### src/rtl/core/asg_pkg.sv
// ----------------------------------------------------------------------------
// asg_pkg: shared definitions for the audio squelch gate
// link state codes, request codes, register map, reset values and the event
// bundle passed to the link controller
// ----------------------------------------------------------------------------
package asg_pkg;

   // link state codes
   localparam logic [1:0] StListen   = 2'd0;
   localparam logic [1:0] StReceive  = 2'd1;
   localparam logic [1:0] StTransmit = 2'd2;

   // request type codes
   localparam logic [1:0] ReqConversion = 2'd0;
   localparam logic [1:0] ReqTick       = 2'd1;
   localparam logic [1:0] ReqTxStart    = 2'd2;
   localparam logic [1:0] ReqTxStop     = 2'd3;

   // field widths
   localparam int AdcWidth      = 12;
   localparam int ChannelWidth  = 4;
   localparam int PercentWidth  = 7;
   localparam int OpenCntWidth  = 8;
   localparam int CloseCntWidth = 10;
   localparam int ChanLimWidth  = 5;
   localparam int ProductWidth  = 20;

   // register map
   localparam int CsrAddrWidth = 5;
   localparam int CsrDataWidth = 32;
   localparam logic [2:0] RegCalibration = 3'd0;
   localparam logic [2:0] RegSquelchPct  = 3'd1;
   localparam logic [2:0] RegOpenDelay   = 3'd2;
   localparam logic [2:0] RegCloseDelay  = 3'd3;
   localparam logic [2:0] RegChannelLim  = 3'd4;

   // register reset values
   localparam logic [AdcWidth-1:0]      CalibrationReset = 12'd2048;
   localparam logic [PercentWidth-1:0]  SquelchPctReset  = 7'd0;
   localparam logic [OpenCntWidth-1:0]  OpenDelayReset   = 8'd1;
   localparam logic [CloseCntWidth-1:0] CloseDelayReset  = 10'd200;
   localparam logic [ChanLimWidth-1:0]  ChannelLimReset  = 5'd10;

   localparam int PercentScale = 100;

   localparam int SamplesPerGroupDefault = 4;

   // one accepted request as seen by the link controller
   typedef struct packed {
      logic accept;
      logic sample_hit;
      logic tick;
      logic tx_start;
      logic tx_stop;
   } link_event_type;

endpackage

### src/rtl/core/asg_band_check.sv
// ----------------------------------------------------------------------------
// asg_band_check: squelch band test
// flags a sample lying outside calibration * (100 +/- percent) / 100, worked
// out by cross-multiplying so that no divider is needed
// ----------------------------------------------------------------------------
module asg_band_check (
   input  logic [asg_pkg::AdcWidth-1:0]     sample,
   input  logic [asg_pkg::AdcWidth-1:0]     calibration,
   input  logic [asg_pkg::PercentWidth-1:0] percent,
   output logic                             above
);
   import asg_pkg::*;

   logic [7:0]              pct_hi;
   logic [PercentWidth-1:0] pct_lo;
   logic                    lo_used;
   logic [ProductWidth-1:0] hi_prod;
   logic [ProductWidth-1:0] lo_prod;
   logic [ProductWidth-1:0] scaled;

   always_comb begin
      pct_hi  = 8'(PercentScale) + 8'(percent);
      pct_lo  = 7'(PercentScale) - percent;
      lo_used = (percent <= 7'(PercentScale));
      hi_prod = ProductWidth'(calibration) * ProductWidth'(pct_hi);
      lo_prod = ProductWidth'(calibration) * ProductWidth'(pct_lo);
      scaled  = ProductWidth'(sample) * ProductWidth'(PercentScale);
      // s > floor(x/100) iff 100s > x ; s < floor(y/100) iff 100s + 100 <= y
      above = (scaled > hi_prod)
            || (lo_used && ((scaled + ProductWidth'(PercentScale)) <= lo_prod));
   end

endmodule

### src/rtl/core/asg_link_ctrl.sv
// ----------------------------------------------------------------------------
// asg_link_ctrl: link state and window counters
// holds the listening / receiving / transmitting state, the window hit mark
// and the open and close counters, stepped once per accepted request
// ----------------------------------------------------------------------------
module asg_link_ctrl (
   input  logic                              clock,
   input  logic                              reset,
   input  asg_pkg::link_event_type           evt,
   input  logic [asg_pkg::OpenCntWidth-1:0]  open_delay,
   input  logic [asg_pkg::CloseCntWidth-1:0] close_delay,
   output logic [1:0]                        state_cur,
   output logic [1:0]                        state_next
);
   import asg_pkg::*;

   logic [1:0]               state_ff, state_in;
   logic                     hit_ff, hit_in;
   logic [OpenCntWidth-1:0]  open_ff, open_in;
   logic [CloseCntWidth-1:0] close_ff, close_in;
   logic                     open_reached;
   logic                     close_reached;

   always_comb begin
      state_in = state_ff;
      hit_in   = hit_ff;
      open_in  = open_ff;
      close_in = close_ff;
      open_reached  = 1'b0;
      close_reached = 1'b0;

      if (evt.sample_hit) begin
         hit_in = 1'b1;
      end

      if (evt.tick) begin
         if (hit_ff) begin
            close_in = '0;
            if (state_ff == StListen && open_ff != '1) begin
               open_in = open_ff + 1'b1;
            end
         end else begin
            open_in = '0;
            if (state_ff == StReceive && close_ff != '1) begin
               close_in = close_ff + 1'b1;
            end
         end
         hit_in = 1'b0;
         // a zero delay acts as a delay of one
         open_reached  = (open_delay == '0) ? (open_in != '0) : (open_in >= open_delay);
         if (state_in == StListen && open_reached) begin
            state_in = StReceive;
            open_in  = '0;
         end
         close_reached = (close_delay == '0) ? (close_in != '0)
                                             : (close_in >= close_delay);
         if (state_in == StReceive && close_reached) begin
            state_in = StListen;
            close_in = '0;
         end
      end

      if (evt.tx_start) begin
         state_in = StTransmit;
      end
      if (evt.tx_stop && state_ff == StTransmit) begin
         state_in = StListen;
      end
   end

   always_ff @(posedge clock) begin
      if (reset) begin
         state_ff <= StListen;
         hit_ff   <= 1'b0;
         open_ff  <= '0;
         close_ff <= '0;
      end else if (evt.accept) begin
         state_ff <= state_in;
         hit_ff   <= hit_in;
         open_ff  <= open_in;
         close_ff <= close_in;
      end
   end

   assign state_cur  = state_ff;
   assign state_next = state_in;

`ifndef SYNTHESIS
   a_tick_clears_hit: assert property (@(posedge clock) disable iff (reset)
      evt.accept && evt.tick |=> !hit_ff)
      else $error("window hit survived a tick");

   a_listen_open_zero: assert property (@(posedge clock) disable iff (reset)
      evt.accept && evt.tick && state_ff == StListen && state_in == StReceive
      |=> open_ff == '0)
      else $error("open counter not cleared on opening");

   a_tx_start_state: assert property (@(posedge clock) disable iff (reset)
      evt.accept && evt.tx_start |=> state_ff == StTransmit)
      else $error("transmit start did not reach transmitting");
`endif

endmodule

### src/rtl/core/audio_squelch_gate_unit.sv
// ----------------------------------------------------------------------------
// audio_squelch_gate_unit: squelch and link-state control for an ADC stream
// averages groups of conversions, tests them against the squelch band and
// moves the link between listening, receiving and transmitting
// ----------------------------------------------------------------------------
//
//  channel   direction  handshake               payload
//  req_      in         req_valid / req_ready   req_type, req_adc_code, req_adc_channel
//  rsp_      out        rsp_valid / rsp_ready   audio_state, sample_valid,
//                                               averaged_sample, above_squelch
//  csr_      in         apb, pready tied high   calibration, percent, delays, limit
//
//  one request per clock unless rsp_ready holds the output; its single result sits in the
//  output register in the cycle after acceptance, and throughput is one per cycle
//  the rate is set by the state update loop: link / group state register,
//  one pass of next-state logic, back into the same register
//  a new request is taken while a result waits as long as rsp_ready is high
//  synchronous reset restores every control register and csr at once, no sweep
//  req_ready is held low during reset
//
module audio_squelch_gate_unit #(
   parameter int SAMPLES_PER_GROUP = asg_pkg::SamplesPerGroupDefault
) (
   input  logic                              clock,
   input  logic                              reset,
   // request channel
   input  logic                              req_valid,
   output logic                              req_ready,
   input  logic [1:0]                        req_type,
   input  logic [asg_pkg::AdcWidth-1:0]      req_adc_code,
   input  logic [asg_pkg::ChannelWidth-1:0]  req_adc_channel,
   // result channel
   output logic                              rsp_valid,
   input  logic                              rsp_ready,
   output logic [1:0]                        rsp_audio_state,
   output logic                              rsp_sample_valid,
   output logic [asg_pkg::AdcWidth-1:0]      rsp_averaged_sample,
   output logic                              rsp_above_squelch,
   // configuration port
   input  logic                              csr_psel,
   input  logic                              csr_penable,
   input  logic                              csr_pwrite,
   input  logic [asg_pkg::CsrAddrWidth-1:0]  csr_paddr,
   input  logic [asg_pkg::CsrDataWidth-1:0]  csr_pwdata,
   output logic [asg_pkg::CsrDataWidth-1:0]  csr_prdata,
   output logic                              csr_pready
);
   import asg_pkg::*;

   localparam int PosWidth = (SAMPLES_PER_GROUP > 1) ? $clog2(SAMPLES_PER_GROUP) : 1;
   localparam logic [PosWidth-1:0] LastPos = PosWidth'(SAMPLES_PER_GROUP - 1);

   // configuration registers
   logic [AdcWidth-1:0]      cal_ff;
   logic [PercentWidth-1:0]  pct_ff;
   logic [OpenCntWidth-1:0]  open_dly_ff;
   logic [CloseCntWidth-1:0] close_dly_ff;
   logic [ChanLimWidth-1:0]  chan_lim_ff;
   logic                     csr_write;
   logic [2:0]               csr_index;

   // group averaging state
   logic [PosWidth-1:0] pos_ff, pos_in;
   logic [AdcWidth-1:0] avg_ff, avg_in;

   // result register
   logic                rsp_valid_ff;
   logic [1:0]          rsp_state_ff;
   logic                rsp_sval_ff;
   logic [AdcWidth-1:0] rsp_avg_ff;
   logic                rsp_above_ff;

   logic                accept;
   logic                is_conv;
   logic                group_last;
   logic [AdcWidth:0]   pair_sum;
   logic [AdcWidth-1:0] new_avg;
   logic                sample_ok;
   logic                band_above;
   logic                sample_hit;
   logic [1:0]          link_cur;
   logic [1:0]          link_next;
   link_event_type      evt;

   // ---------------------------------------------------------------- csr port
   assign csr_pready = 1'b1;
   assign csr_index  = csr_paddr[4:2];
   assign csr_write  = csr_psel && csr_penable && csr_pwrite;

   always_ff @(posedge clock) begin
      if (reset) begin
         cal_ff       <= CalibrationReset;
         pct_ff       <= SquelchPctReset;
         open_dly_ff  <= OpenDelayReset;
         close_dly_ff <= CloseDelayReset;
         chan_lim_ff  <= ChannelLimReset;
      end else if (csr_write) begin
         case (csr_index)
            RegCalibration: cal_ff       <= csr_pwdata[AdcWidth-1:0];
            RegSquelchPct:  pct_ff       <= csr_pwdata[PercentWidth-1:0];
            RegOpenDelay:   open_dly_ff  <= csr_pwdata[OpenCntWidth-1:0];
            RegCloseDelay:  close_dly_ff <= csr_pwdata[CloseCntWidth-1:0];
            RegChannelLim:  chan_lim_ff  <= csr_pwdata[ChanLimWidth-1:0];
            default: ;
         endcase
      end
   end

   always_comb begin
      case (csr_index)
         RegCalibration: csr_prdata = CsrDataWidth'(cal_ff);
         RegSquelchPct:  csr_prdata = CsrDataWidth'(pct_ff);
         RegOpenDelay:   csr_prdata = CsrDataWidth'(open_dly_ff);
         RegCloseDelay:  csr_prdata = CsrDataWidth'(close_dly_ff);
         RegChannelLim:  csr_prdata = CsrDataWidth'(chan_lim_ff);
         default:        csr_prdata = '0;
      endcase
   end

   // ---------------------------------------------------------------- handshake
   // the output register frees up when its result is taken in the same cycle
   assign req_ready = !reset && (!rsp_valid_ff || rsp_ready);
   assign accept    = req_valid && req_ready;

   // ---------------------------------------------------------------- averaging
   always_comb begin
      // conversions are dropped while transmitting
      is_conv    = (req_type == ReqConversion) && (link_cur != StTransmit);
      group_last = (pos_ff == LastPos);
      pair_sum   = {1'b0, avg_ff} + {1'b0, req_adc_code};
      // first of a group is kept, later ones are folded in by halving
      new_avg    = (pos_ff == '0) ? req_adc_code : pair_sum[AdcWidth:1];
      sample_ok  = is_conv && group_last
                && ({1'b0, req_adc_channel} < chan_lim_ff);
      sample_hit = sample_ok && band_above;

      pos_in = pos_ff;
      avg_in = avg_ff;
      if (is_conv) begin
         avg_in = new_avg;
         pos_in = group_last ? '0 : PosWidth'(pos_ff + 1'b1);
      end
      // transmit start, and a stop that ends transmitting, drop the partial group
      if (req_type == ReqTxStart
          || (req_type == ReqTxStop && link_cur == StTransmit)) begin
         pos_in = '0;
      end
   end

   asg_band_check u_band_check (
      .sample      (new_avg),
      .calibration (cal_ff),
      .percent     (pct_ff),
      .above       (band_above)
   );

   // ---------------------------------------------------------------- link state
   always_comb begin
      evt.accept     = accept;
      evt.sample_hit = sample_hit;
      evt.tick       = (req_type == ReqTick);
      evt.tx_start   = (req_type == ReqTxStart);
      evt.tx_stop    = (req_type == ReqTxStop);
   end

   asg_link_ctrl u_link_ctrl (
      .clock       (clock),
      .reset       (reset),
      .evt         (evt),
      .open_delay  (open_dly_ff),
      .close_delay (close_dly_ff),
      .state_cur   (link_cur),
      .state_next  (link_next)
   );

   // ---------------------------------------------------------------- registers
   always_ff @(posedge clock) begin
      if (reset) begin
         pos_ff <= '0;
         avg_ff <= '0;
      end else if (accept) begin
         pos_ff <= pos_in;
         avg_ff <= avg_in;
      end
   end

   always_ff @(posedge clock) begin
      if (reset) begin
         rsp_valid_ff <= 1'b0;
      end else if (accept) begin
         rsp_valid_ff <= 1'b1;
      end else if (rsp_ready) begin
         rsp_valid_ff <= 1'b0;
      end
   end

   // result payload, no reset needed
   always_ff @(posedge clock) begin
      if (accept) begin
         rsp_state_ff <= link_next;
         rsp_sval_ff  <= sample_ok;
         rsp_avg_ff   <= sample_ok ? new_avg : '0;
         rsp_above_ff <= sample_hit;
      end
   end

   assign rsp_valid           = rsp_valid_ff;
   assign rsp_audio_state     = rsp_state_ff;
   assign rsp_sample_valid    = rsp_sval_ff;
   assign rsp_averaged_sample = rsp_avg_ff;
   assign rsp_above_squelch   = rsp_above_ff;

`ifndef SYNTHESIS
   a_no_sample_zero: assert property (@(posedge clock) disable iff (reset)
      rsp_valid && !rsp_sample_valid
      |-> rsp_averaged_sample == '0 && !rsp_above_squelch)
      else $error("payload set without a valid sample");

   a_above_needs_valid: assert property (@(posedge clock) disable iff (reset)
      rsp_valid && rsp_above_squelch |-> rsp_sample_valid)
      else $error("squelch flag without a valid sample");

   a_tx_drops_samples: assert property (@(posedge clock) disable iff (reset)
      accept && req_type == ReqConversion && link_cur == StTransmit
      |=> !rsp_sample_valid && rsp_audio_state == StTransmit)
      else $error("conversion acted on while transmitting");

   a_tx_start_result: assert property (@(posedge clock) disable iff (reset)
      accept && req_type == ReqTxStart
      |=> rsp_valid && rsp_audio_state == StTransmit && pos_ff == '0)
      else $error("transmit start not reflected in result");
`endif

endmodule
### config.mk
export PLATFORM = sky130hd
export DESIGN_NAME = audio_squelch_gate_unit
export DESIGN_NICKNAME = d
export VERILOG_FILES = /design/src/rtl/core/asg_pkg.sv /design/src/rtl/core/asg_band_check.sv /design/src/rtl/core/asg_link_ctrl.sv /design/src/rtl/core/audio_squelch_gate_unit.sv
export SDC_FILE = /design/constraint.sdc
export NUM_CORES = 1
export LEC_CHECK = 0
export BUFFER_PORTS_ARGS = -buffer_cell sky130_fd_sc_hd__buf_2
export CAP_MARGIN = 30
export CORE_MARGIN = 2
export CORE_UTILIZATION = 35
export DETAILED_ROUTE_END_ITERATION = 8
export GPL_TIMING_DRIVEN = 0
export PLACE_DENSITY_LB_ADDON = 0.25
export SETUP_SLACK_MARGIN = 0.4
export SYNTH_ARGS = -nofsm -noshare
export SYNTH_HDL_FRONTEND = slang
export SYNTH_HIERARCHICAL = 1
export SYNTH_SLANG_ARGS = --single-unit
### constraint.sdc
create_clock -name clock -period 16.6 [get_ports clock]
set_input_delay 0.83 -clock clock [delete_from_list [all_inputs] [get_ports clock]]
set_output_delay 0.83 -clock clock [all_outputs]
set_load 0.01 [all_outputs]
# --- Word level (Yosys, flattened, before mapping) ---
# Cells that the tools add are included.
classes:
  n_addsub: 7
  mul: 3
  n_div: 0
  order_cmp: 6
  n_eq_ne: 14
  shifts: 0
  muxes: 25
  n_bitwise: 0
  reduce_logical: 39
ops:
  columns: ["operator", "n"]
  rows:
  - ["12-bit case mux with 5 select lines", 1]
  - ["10-bit two-way mux", 4]
  - ["8-bit two-way mux", 4]
  - ["19-bit by 7-bit adder with 20-bit output (second input constant)", 1]
  - ["19-bit by 20-bit > comparator with 1-bit output", 1]
  - ["20-bit by 19-bit <= comparator with 1-bit output", 1]
  - ["12-bit by 8-bit multiplier with 20-bit output", 1]
  - ["12-bit by 7-bit multiplier with 19-bit output", 1]
  - ["2-bit two-way mux", 9]
  - ["2-bit AND reduction", 9]
  - ["12-bit by 5-bit multiplier with 17-bit output (second input constant)", 1]
  - ["1-bit logical AND", 14]
  - ["12-bit by 12-bit adder with 13-bit output", 1]
  - ["12-bit two-way mux", 1]
  - ["10-bit by 1-bit adder with 10-bit output (second input constant)", 1]
  - ["10-bit greater-or-equal comparator", 1]
  - ["10-bit logical NOT", 1]
  - ["10-bit inequality test (second input constant)", 1]
  - ["10-bit nonzero test", 1]
  - ["7-bit by 7-bit adder with 8-bit output (first input constant)", 1]
  - ["8-bit by 1-bit adder with 8-bit output (second input constant)", 1]
  - ["2-bit equality test (second input constant)", 4]
  - ["8-bit greater-or-equal comparator", 1]
  - ["8-bit logical NOT", 1]
  - ["other kinds (17)", 32]
word_totals:
  regBits: 94
  latch_bits: 0
  ram_bits: 0
  mem_bits_ro: 0
  inputBits: 62
  output_inout_bits: 51
  n_memories: 0

# --- Logic depth before layout (Yosys ltp) ---
depth:
  word_depth: 16
  ltp_mapped: 34
  mapped_depth_nobuf: 34

# --- Modules after synthesis ---
# Netlist, hierarchy kept.
by_module_without_submodules:
  columns: ["mod", "n_inst", "cells_each", "area_each_um2"]
  rows:
  - ["asg_band_check", 1, 956, 7981.4]
  - ["audio_squelch_gate_unit", 1, 441, 3980.1]
  - ["asg_link_ctrl", 1, 266, 2043.2]

# --- Worst setup path before layout ---
# No wires, ideal clock.
synth_path:
  path_kind: "reg2reg"
  startpoint: "register pct_ff[2]"
  endpoint: "register u_link_ctrl.hit_ff"
  setup_ns: 0.066
  t_arrival_ns: 6.705
  setup_slack_ns: 9.829
  path_stages_with_launch: 33
  n_path_buf: 2
  synth_period_minus_slack_ns: 6.771
  cell_sequence: "dfxtp_1 > clkbuf_1 > inv_1 > ha_1 > a21oi_1 > o21ai_0 > xor2_1 > clkbuf_1 > nand2_1 > fa_1 > fa_1 > inv_1 > fa_1 > inv_1 > fa_1 > inv_1 > ha_1 > or3_1 > o211ai_1 > a31oi_1 > a21o_1 > a21oi_1 > xor2_1 > ha_1 > nand2_1 > o21ai_0 > a211o_1 > a21oi_1 > o21ai_0 > o32ai_1 > and2_1 > a21oi_1 > nor2b_1"
synth_rtl:
  columns: ["item", "line", "rtl"]
  rows:
  - ["start, declared", "audio_squelch_gate_unit.sv:55", "logic [PercentWidth-1:0] pct_ff;"]
  - ["start signal, assigned", "audio_squelch_gate_unit.sv:93", "pct_ff <= SquelchPctReset;"]
  - ["start signal, assigned", "audio_squelch_gate_unit.sv:100", "RegSquelchPct: pct_ff <= csr_pwdata[PercentWidth-1:0];"]
  - ["end signal, assigned", "asg_link_ctrl.sv:79", "hit_ff <= hit_in;"]
  - ["end, declared", "asg_link_ctrl.sv:18", "logic hit_ff, hit_in;"]

==> results.ini <==
[status]
outcome=complete, no violations

[global_routing]
grt_max_degree=20
grt_pass1_wl_um=62200
grt_pass1_vias=11800
antenna_found_initial=0
gr-total-overflow=0
grt_usage_pct=18.8

[clock_tree]
clock_latency_ns=0.36
cts-root-buf=clkbuf_16
htree_num_levels=3
clock-sinks=94
cts_made_buffers=9
clockBufferDepth=2
cts_tree=done
cts_hold_buf=0
post-cts-setup-buffer-count=0
cts_resized=0
clk_pin_slew_ns=0.07

[setup_path]
critical_path_peak_fanout=10
path_buf_inv=6
crit_path_end_kind=register
crit_arrival_ns=8.88
crit_required_ns=16.90
ff2ff_path_depth=33
slowest_delay_ns=0.55
slowest_stage=dfxtp_1
crit_cells=33
path_class=reg2reg
critPathTopFamily=adder cells
critPathLaunchType=register

[timing]
fmax_ghz=0.117
fin_crit_ns=8.58
tns_ns=0
slew_headroom_pct=43.2
fin_crit_sh_pct=51.7
setup_ws_ns=8.02
rsz0062_at_grt=no
hold_violations=0
skew_ns=0.00965
setup_viol=0
slew_viol_final=0
tightest_slew_ns=0.852

[routing]
drt_pass1_iterations=5
route.vias.total=11700
drt_iter0_markers=696
drc=0
via_per_inst=5.08
drt-total-wl_um=37700
wl_per_cell_um=16.4
ant_nets=0

[synth]
synth.distinct_cells=87
synth_ff_type=dfxtp_1
synth_cells=1663
ys_ff_latch=94
synth_warnings=6
synth_edf_count=16
avgSynthCellArea_um2=8.42
synth_seq_area_share_pct=14.6
synthArstFlopShare_pct=0
syn_area_um2=14000

[finish]
stdcell_count=2295
postLayoutCellArea_um2=15400
fillers=4070
antenna_cells=0
fin_nets=2135
drive_above_1_share_pct=9.77
syn_to_final_growth_pct=10.0

[floorplan]
die_area_um2=41600
initial_utilization_pct=35.3
fp.dieW_um=204
io_pins=113
rows=73
core_um2=39600
die_h_um=204

[placed_design]
placed_area_um2=15100
place_inst=2279
place_ws_ns=8.05
port_buffers=69
place_congestion=0.866
hpwl_um=31700

[power]
vdd_drop_max_v=0.0000513
p_leak_nw=7.12
power_uw=839
powerDensity_nw_per_um2=54.4

[min_path]
hold_class=reg2reg
worstHoldPathCells=2

[job]
max-cap-violations=0

cells in the mapped netlist (24+ instances only):
master	n	area, um^2
dfxtp_1	78	1560
nor3_1	24	120
o21ai_0	35	175
mux2i_1	40	400
a21oi_1	71	355
nand3_1	26	130
nor2_1	96	360
a21o_1	26	195
clkbuf_1	44	165
nand2_1	165	619
fa_1	117	2340
inv_1	228	856
ha_1	191	2390
xor2_1	27	236
nor2b_1	35	219
xnor2_1	40	350
and2_1	102	638
layout make-up:
cell class | count | area [um^2] | share of cell area, %
plain buffers | 77 | 384 | 2.49
clock buffers | 11 | 254 | 1.65
clock inverters | 5 | 41.3 | 0.268
inverters | 229 | 860 | 5.58
multi-input cells | 1282 | 10800 | 70.0
flip-flops and latches | 94 | 2040 | 13.3
well taps | 525 | 657 | 4.26
repair buffers | 72 | 383 | 2.48
worst paths after layout:
path / from / endpoint / slack [ns]
hold reg to reg: avg_ff[9] / avg_ff[9] / 0.47
setup reg to reg: pct_ff[2] / u_link_ctrl/hit_ff / 8.02
hold / removal: avg_ff[9] / avg_ff[9] / 0.47
setup / recovery: pct_ff[2] / u_link_ctrl/hit_ff / 8.02
kinds of logic (layout without fill, tap and decap cells):
group,count (synthesis),after routing,share of synthesized area [%]
adders and majority gates,308,308,33.8
DFF,94,94,14.6
xor gates and xnor gates,72,72,4.77
other,2,21,0.0536
and+or+nand+nor,550,550,20.3
buffers and inverters,306,394,8.88
AOI/OAI and AO/OA,283,283,14.0
muxes,48,48,3.66
state kept, by name (all words and copies together) (netlist names), 2 cells and up:
register               flops
avg_ff                    12
rsp_averaged_sample       12
open_dly_ff                8
chan_lim_ff                5
pct_ff                     7
cal_ff                    12
u_link_ctrl/close_ff      10
rsp_audio_state            2
u_link_ctrl/open_ff        8
u_link_ctrl/state_cur      2
close_dly_ff              10
pos_ff                     2
per-layer routing:
| layer | GRT usage (%) | part of all wire, % | vias up | routed length, um |
|---|---|---|---|---|
| li1 | - | - | 5768 | - |
| met1 | 24.4 | 45 | 5611 | 17100 |
| met2 | 32.1 | 48 | 223 | 18000 |
| met3 | 2.23 | 3.5 | 49 | 1310 |
| met4 | 6.75 | 3.3 | 0 | 1260 |
| met5 | 0 | 0 | - | 0 |
cell usage in the layout, fill, tap and decap left out, types with 7 or more instances in the layout:
master,instances
a211o_1,9
a211oi_1,16
a21o_1,26
a21oi_1,71
a21oi_2,10
a22oi_1,14
a31oi_1,7
and2_1,102
and3_1,13
buf_2,80
buf_4,22
clkbuf_1,45
clkbuf_16,10
conb_1,21
dfxtp_1,78
edfxtp_1,16
fa_1,117
ha_1,191
inv_1,228
mux2i_1,40
nand2_1,165
nand2b_1,17
nand3_1,26
nand4_1,19
nor2_1,96
nor2b_1,35
nor3_1,24
o211ai_1,19
o21a_1,10
o21ai_0,35
o21ai_1,7
o21bai_1,10
or3_1,7
xnor2_1,40
xor2_1,27
through the flow:
stage	utilization, %	hold slack (ns)
after floorplan	-	0.440
after global placement	38.0	0.456
after detailed placement	38.1	0.463
after CTS	38.9	0.472
after global routing	38.9	0.497
final	38.9	0.470
report_power, final:
part           total [mW]  switching [mW]  internal [mW]
Combinational       0.393           0.230          0.164
Clock               0.208          0.0959          0.112
Sequential          0.237         0.00268          0.235
Total               0.839           0.328          0.511
tightest hold or removal path, stage by stage (launching register included):
cell and delay [ns]:
dfxtp_1 0.32, nand2_1 0.05, a21oi_1 0.05
(Power assumes the default switching activity.)
